## config.mk

```make
export PLATFORM = sky130hd
export DESIGN_NAME = email_address_validator_core
export DESIGN_NICKNAME = d
export VERILOG_FILES = /design/src/hw/rtl/eav_pkg.sv /design/src/hw/rtl/email_address_validator_core.sv
export SDC_FILE = /design/constraint.sdc
export NUM_CORES = 1
export LEC_CHECK = 0
export ABC_AREA = 1
export CAP_MARGIN = 25
export CORE_ASPECT_RATIO = 1.25
export CORE_MARGIN = 10
export CORE_UTILIZATION = 35
export DETAILED_ROUTE_END_ITERATION = 10
export DONT_BUFFER_PORTS = 1
export PLACE_DENSITY = 0.57
export RECOVER_POWER = 100
export SLEW_MARGIN = 25
export SYNTH_ARGS = -nofsm -noshare
export SYNTH_HDL_FRONTEND = slang
export SYNTH_SLANG_ARGS = --single-unit
```

## constraint.sdc

```tcl
create_clock -name clk_i -period 4 [get_ports clk_i]
set_clock_uncertainty 0.1 [all_clocks]
set_input_delay 1.2 -clock clk_i [delete_from_list [all_inputs] [get_ports clk_i]]
set_output_delay 1.2 -clock clk_i [all_outputs]
set_load 0.01 [all_outputs]
```

## src/hw/rtl/eav_pkg.sv

```systemverilog
// Types and character constants for the address validator.
// No dependencies; used by the core and by its checker.
package eav_pkg;

  localparam logic [7:0] ChSpace = 8'h20;
  localparam logic [7:0] ChTab   = 8'h09;
  localparam logic [7:0] ChCr    = 8'h0D;
  localparam logic [7:0] ChLf    = 8'h0A;
  localparam logic [7:0] ChVt    = 8'h0B;
  localparam logic [7:0] ChFf    = 8'h0C;
  localparam logic [7:0] ChAt    = 8'h40;
  localparam logic [7:0] ChDot   = 8'h2E;
  localparam logic [7:0] ChUpperA = 8'h41;
  localparam logic [7:0] ChUpperZ = 8'h5A;
  localparam logic [7:0] CaseOffset = 8'h20;

  localparam logic [1:0] AtNone = 2'd0;
  localparam logic [1:0] AtOne  = 2'd1;
  localparam logic [1:0] AtMany = 2'd2;

  typedef enum logic [2:0] {
    FAULT_OK         = 3'd0,
    FAULT_BLANK      = 3'd1,
    FAULT_WHITESPACE = 3'd2,
    FAULT_AT_COUNT   = 3'd3,
    FAULT_EMPTY_PART = 3'd4,
    FAULT_EDGE_DOT   = 3'd5,
    FAULT_NO_DOT     = 3'd6
  } fault_e;

  typedef struct packed {
    logic [7:0] data_byte;
    logic       last;
  } eav_in_t;

  typedef struct packed {
    logic [7:0] lowered_byte;
    logic       byte_kept;
    logic       done_res;
    logic       accepted;
    logic [2:0] fault;
  } eav_out_t;

  typedef struct packed {
    logic       content_started;
    logic       trailing_space_pending;
    logic       space_violation;
    logic [1:0] at_count_sat;
    logic       local_empty;
    logic       domain_first_pending;
    logic       domain_starts_dot;
    logic       domain_has_dot;
    logic       last_was_dot;
    logic       last_was_at;
  } eav_state_t;

  function automatic logic is_trim(logic [7:0] c);
    return (c == ChSpace) || (c == ChTab) || (c == ChCr) || (c == ChLf);
  endfunction

endpackage

```

## src/hw/rtl/email_address_validator_core.sv

```systemverilog
// Streaming e-mail address validator, top level.
// Depends on eav_pkg for payload structs, fault codes and character constants.
//
// Usage: an address enters one byte per transaction on the input channel
// (in_valid_i / in_ready_o, payload in_data_i), its final byte marked by last.
// Every input transaction yields exactly one output transaction on
// out_valid_o / out_ready_i with payload out_data_o: the byte lowercased, a
// kept flag for content bytes and, on the final byte, the verdict (accepted
// and a fault code naming the first rule broken). After a verdict the
// checking state is cleared, so the next byte starts a new address.
// The result passes through two registers on its way out: the input register
// and then the result register. Throughput is one byte per cycle while the
// receiver takes every result; the rule flags are updated by a few gates per
// byte between the two registers. When the receiver stalls, the held result
// stays on the output and the input register takes one more byte only if it
// is empty; after that in_ready_o drops until the result is taken. Reset empties
// both registers and clears the checking state; no address is in progress.
module email_address_validator_core
  import eav_pkg::*;
(
  input  logic     clk_i,
  input  logic     rst_ni,
  input  logic     in_valid_i,
  output logic     in_ready_o,
  input  eav_in_t  in_data_i,
  output logic     out_valid_o,
  input  logic     out_ready_i,
  output eav_out_t out_data_o
);

  logic       in_vld_q;
  eav_in_t    in_q;
  logic       out_vld_q;
  eav_out_t   out_q;
  eav_state_t st_q, st_d;
  eav_state_t st_upd;
  eav_out_t   res_d;
  fault_e     fault;
  logic       advance;
  logic       in_take;

  logic [7:0] c;
  logic       c_at, c_dot;

  // The input stage moves on whenever the result register is free or drains.
  assign advance    = !out_vld_q || out_ready_i;
  assign in_ready_o = !in_vld_q || advance;
  assign in_take    = in_valid_i && in_ready_o;

  assign c     = in_q.data_byte;
  assign c_at  = (c == ChAt);
  assign c_dot = (c == ChDot);

  always_comb begin
    st_upd = st_q;
    if (is_trim(c)) begin
      if (st_q.content_started) begin
        st_upd.trailing_space_pending = 1'b1;
      end
    end else begin
      if (st_q.trailing_space_pending || (c == ChVt) || (c == ChFf)) begin
        st_upd.space_violation = 1'b1;
      end
      st_upd.trailing_space_pending = 1'b0;
      if (c_at && (st_q.at_count_sat == AtNone)) begin
        st_upd.local_empty          = !st_q.content_started;
        st_upd.domain_first_pending = 1'b1;
      end else if (st_q.domain_first_pending) begin
        st_upd.domain_starts_dot    = c_dot;
        st_upd.domain_first_pending = 1'b0;
      end
      if (c_dot && (st_q.at_count_sat != AtNone)) begin
        st_upd.domain_has_dot = 1'b1;
      end
      if (c_at && (st_q.at_count_sat != AtMany)) begin
        st_upd.at_count_sat = st_q.at_count_sat + 2'd1;
      end
      st_upd.last_was_dot    = c_dot;
      st_upd.last_was_at     = c_at;
      st_upd.content_started = 1'b1;
    end
  end

  // The first rule broken wins, in priority order.
  always_comb begin
    if (!st_upd.content_started) begin
      fault = FAULT_BLANK;
    end else if (st_upd.space_violation) begin
      fault = FAULT_WHITESPACE;
    end else if (st_upd.at_count_sat != AtOne) begin
      fault = FAULT_AT_COUNT;
    end else if (st_upd.local_empty || st_upd.last_was_at) begin
      fault = FAULT_EMPTY_PART;
    end else if (st_upd.domain_starts_dot || st_upd.last_was_dot) begin
      fault = FAULT_EDGE_DOT;
    end else if (!st_upd.domain_has_dot) begin
      fault = FAULT_NO_DOT;
    end else begin
      fault = FAULT_OK;
    end
  end

  always_comb begin
    res_d.lowered_byte = ((c >= ChUpperA) && (c <= ChUpperZ)) ? (c + CaseOffset) : c;
    res_d.byte_kept    = !is_trim(c);
    res_d.done_res     = in_q.last;
    res_d.accepted     = in_q.last && (fault == FAULT_OK);
    res_d.fault        = in_q.last ? fault : FAULT_OK;
    st_d               = in_q.last ? '0 : st_upd;
  end

  always_ff @(posedge clk_i or negedge rst_ni) begin
    if (!rst_ni) begin
      in_vld_q  <= 1'b0;
      out_vld_q <= 1'b0;
      st_q      <= '0;
    end else begin
      if (in_ready_o) begin
        in_vld_q <= in_valid_i;
      end
      if (advance) begin
        out_vld_q <= in_vld_q;
        if (in_vld_q) begin
          st_q <= st_d;
        end
      end
    end
  end

  always_ff @(posedge clk_i) begin
    if (in_take) begin
      in_q <= in_data_i;
    end
    if (advance && in_vld_q) begin
      out_q <= res_d;
    end
  end

  assign out_valid_o = out_vld_q;
  assign out_data_o  = out_q;

endmodule

```

### Word level (Yosys, flattened, before mapping)

Cells that the tools add are included.

* register bits after elaboration: 36
* latch bits: 0
* memory bits (writable): 0
* ROM bits: 0
* bits of input ports: 13
* output and inout bits: 16
* word-level logic and storage cells: 80
* memories: 0

* $add $sub $neg: 2
* multiply operators: 0
* div/mod/pow operators: 0
* order comparisons: 2
* equality and inequality tests: 12
* shift operators: 0
* muxes and demuxes: 19
* bitwise gates (word level): 0
* reductions and logical operators: 26

Operator list (count)
* $eq 8x4->1 const B: 5
* $mux 3: 6
* $eq 8x6->1 const B: 2
* $mux 11: 1
* $logic_or 1x1->1: 9
* $mux 1: 9
* $mux 9: 1
* $add 8x6->8 const B: 1
* $eq 8x7->1 const B: 1
* $ge 8x7->1 const B: 1
* $le 8x7->1 const B: 1
* $mux 8: 1
* $logic_and 1x1->1: 7
* $reduce_and 3->1: 2
* $logic_not 1->1: 4
* $ne 2x2->1 const B: 2
* $logic_not 3->1: 1
* $ne 3x3->1 const B: 1
* $add 2x1->2 const B: 1
* $logic_not 2->1: 1
* $mux 2: 1
* $ne 2x1->1 const B: 1
* $reduce_and 2->1: 1
* $reduce_bool 2->1: 1

### Longest topological paths before layout

* word-level depth: 13
* gate-level depth with buffers: 13

### Worst setup path before layout

Ideal clock, no wire load.

* kind: input-to-reg
* start: in out_ready_i
* end: reg st_q[4] (netlist bit)
* arrival time: 2656 ps
* slack: 1115 ps
* stages on the path: 5
* buffers on the path: 0
* path through: nor2_1 nor2_1 inv_1 a21oi_1 o22ai_1

* word-level cells in the longest chain between the ends: 2

Ends and longest elaborated chain
* start: declaration: line email_address_validator_core.sv:27 `input logic out_ready_i,`
* $logic_or 1x1->1: line email_address_validator_core.sv:46 `assign advance = !out_vld_q || out_ready_i;`
* $reduce_and 3->1 (no source line)
* end signal: assignment: line email_address_validator_core.sv:124 `st_q <= st_d;`
* end: declaration: line email_address_validator_core.sv:35 `eav_state_t st_q, st_d;`

Every way passes these cells.
A chain may end at the register's enable or synchronous reset.

==> summary.md <==
| Metric | Value |
|---|---|
| Root buf cell | clkbuf_8 |
| Pins over their slew limit | 0 |
| DR WL/cell | 14.7 um |
| Total CTS buffers | 5 |
| Clk_lat worst skew | 0.28 ns |
| EDFF count, synth | 23 |
| Die Footprint | 8140 um^2 |
| Pre-antenna DRT Iters | 4 |
| Status | complete, no violations |
| Most area-hungry cell type in the Yosys netlist | edfxtp_1 |
| GR Overflow Total | 0 |
| Fin. Hold Viols | 0 |
| Area contributors post-synth | edfxtp_1, dfrtp_1, nand2_1 |
| Average vias per placed instance | slightly below 5 |
| CP Capture Type | flop |
| Starting Density | 36.1% |
| Fraction of registers with async set/reset | between 30% and 40% |
| Vias in the first global route | about 1200 |
| H-Tree Depth | 2 |
| Final WL | 3420 um |
| Core Region | 4760 um^2 |
| Achievable Freq | 0.359 GHz |
| First-pass GRT wire length | roughly 5500 um |
| Syn_area_per_cell | between 10 and 15 um^2 |
| Min Tclk post-route | between 2 and 3 ns |
| Fill cells | 491 |
| CP Cell Sequence | nor2_1 -> nand2_1 -> nor2_1 -> nand2_1 -> o21ai_0 -> nand3_1 -> o21bai_1 -> nand2_1 -> nand2_1 -> nor2_2 |
| Setup TNS | 0 ns |
| IO buf count | 0 |
| Synth Instances | roughly 160 |
| Final Cycle Share | between 60% and 70% |
| Total number of vias | 1142 |
| Worst setup path end | out_data_o[3] |
| IO Pins | 29 |
| Post-synth top cells | nand2_1, edfxtp_1, inv_1 |
| Mapped Nets | 180 |
| Sink Count | 36 |
| Crit start category | flop |
| Pleak | 0.747 nW |
| Capturing point of the worst reg2reg path | out_data_o[3] |
| FF+latch area | 1020 um^2 |
| Share of the synthesized area in the top cell type | 40.1% |
| Post-Syn Area | about 1700 um^2 |
| Arr. time, crit path | 2.74 ns |
| CTS tree | built |
| Routability congestion estimate | roughly 0.76 |
| Max IR drop VDD | 173 uV |
| R2R Setup Slk | 1.21 ns |
| Post-Route Utilization | 38.4% |
| Post-route ant nets | 0 |
| # resized after CTS | 0 |
| Die height | roughly 98 um |
| Starting DRT DRC Count | 73 |
| Most numerous cell in the Yosys netlist | nand2_1 |
| PD cells | 426 nW/um^2 |
| Slowest library cell on the worst path | edfxtp_1 |
| DP Cell Count | around 230 |
| Chip width | 82.7 um |
| Synth unique cells | 26 |
| Layout Cells excl Fill | about 230 |
| Synth Register Bits | 36 |
| Longest Clk Path Bufs | 2 |
| Slew @ Worst Pin | 0.894 ns |
| Num rows | 28 |
| Area Overhead vs Synth | 6.18% |
| Detail Placement HPWL | approximately 2700 um |
| Cells on worst reg2reg path | 10 |
| Post-synthesis sequential area ratio | between 50% and 60% |
| Leading register cell type out of synthesis | edfxtp_1 |
| Synth warn | 0 |
| Post-CTS Setup Bufs | 0 |
| Finish-stage setup viols | 0 |
| RSZ-0062 raised after global routing | no |
| Worst setup startpoint | c[0] |
| HP Class | flop to flop |
| Worst-path clk slew | 0.07 ns |
| Worst-path maximum fanout | 6 |
| Worst path max stage delay | 0.47 ns |
| Ratio of cells with drive above 1 in the final layout | 13.9% |
| CTS Hold Bufs | 0 |
| Max_slew headroom | approximately 40% |
| Final net count | 188 |
| Worst hold slack | ~0.39 ns |
| Largest net degree at the start of global routing | 14 |
| Initial antenna violation count | 0 |
| Antenna Cells | 0 |
| Maxcap violations | 0 |
| DRC viols | 0 |
| Crit-path most repeated cell | nand2_1 |
| FF-to-FF Start | c[0] |
| Critical path class | flop to flop |
| Total GRT Usage | under 10% |
| Area of the multi-input gates | just under 600 um^2 |
| Worst Path Required | 3.95 ns |
[cell families after synthesis]
logic type               after synthesis  synth area share (%)
AND/OR/NAND/NOR                       79                  24.2
flip-flops                            36                  59.0
AO/OA/AOI/OAI                         26                  10.2
buffers and inverters                 20                  4.36
adder cells (fa/ha/maj)                3                  2.18
[sequential cells by signal, summed over array words and instances (netlist names)]
| signal | count |
|---|---|
| c | 8 |
| out_data_o | 14 |
| in_q | 1 |
| st_q | 11 |
| out_valid_o | 1 |
| in_vld_q | 1 |
[metrics by stage]
stage	area, um^2	total power, mW	worst slack (ns)
after floorplan	1720	0.525	1.12
after global placement	1810	0.547	1.20
after detailed placement	1810	0.551	1.17
after CTS	1890	0.795	1.17
after global routing	1830	0.809	0.810
final	1830	0.778	1.21
[how the worst min path moves through the flow]
stage,startpoint,end,slack [ns],cells after the start
2_1_floorplan,in_q[0],out_data_o[4],0.33,0
3_3_place_gp,st_q[3],st_q[3],0.37,2
3_5_place_dp,in_vld_q,out_valid_o,0.40,2
4_1_cts,in_vld_q,out_valid_o,0.41,2
5_1_grt,st_q[9],st_q[9],0.44,2
6_report,in_vld_q,out_valid_o,0.39,2
[worst max-delay path: cells and delay by family (launching register included)]
family           cells  cell delay, ns
AND/OR/NAND/NOR      8            1.41
AO/OA/AOI/OAI        2            0.58
flip-flops           1            0.47
[metal layers]
layer	up-vias	GRT usage, %	share of wire, %
met1	544	9.48	43
met4	0	3.23	1.6
met2	33	14.6	50
met3	4	4.00	6.2
li1	561	-	-
met5	-	0	0
[area by class of cell]
type / instances / share of cell area, %
clock buffers: 7 / 4.18
clock inverters: 1 / 0.205
inverters: 20 / 4.11
multi-input cells: 108 / 31.6
flip-flops and latches: 36 / 55.6
well taps: 60 / 4.11
repair buffers: 1 / 0.205
[report_power, final]
part	switching, mW	internal (mW)	total, mW
Clock	0.122	0.121	0.244
Sequential	0.0255	0.435	0.460
Combinational	0.0535	0.0207	0.0742
Total	0.201	0.576	0.778
[cell usage in the layout (no fill, tap or decap), drive strengths merged]
| cell type | instances |
|---|---|
| nor3 | 1 |
| o22ai | 3 |
| dfrtp | 13 |
| nand3 | 9 |
| nand2 | 42 |
| and2 | 2 |
| nand3b | 1 |
| nand4 | 1 |
| o21bai | 2 |
| o21ai | 10 |
| ha | 3 |
| nor2 | 23 |
| a21oi | 10 |
| inv | 20 |
| o2111ai | 1 |
| clkbuf | 8 |
| clkinv | 1 |
| edfxtp | 23 |
(Power assumes the default switching activity.)
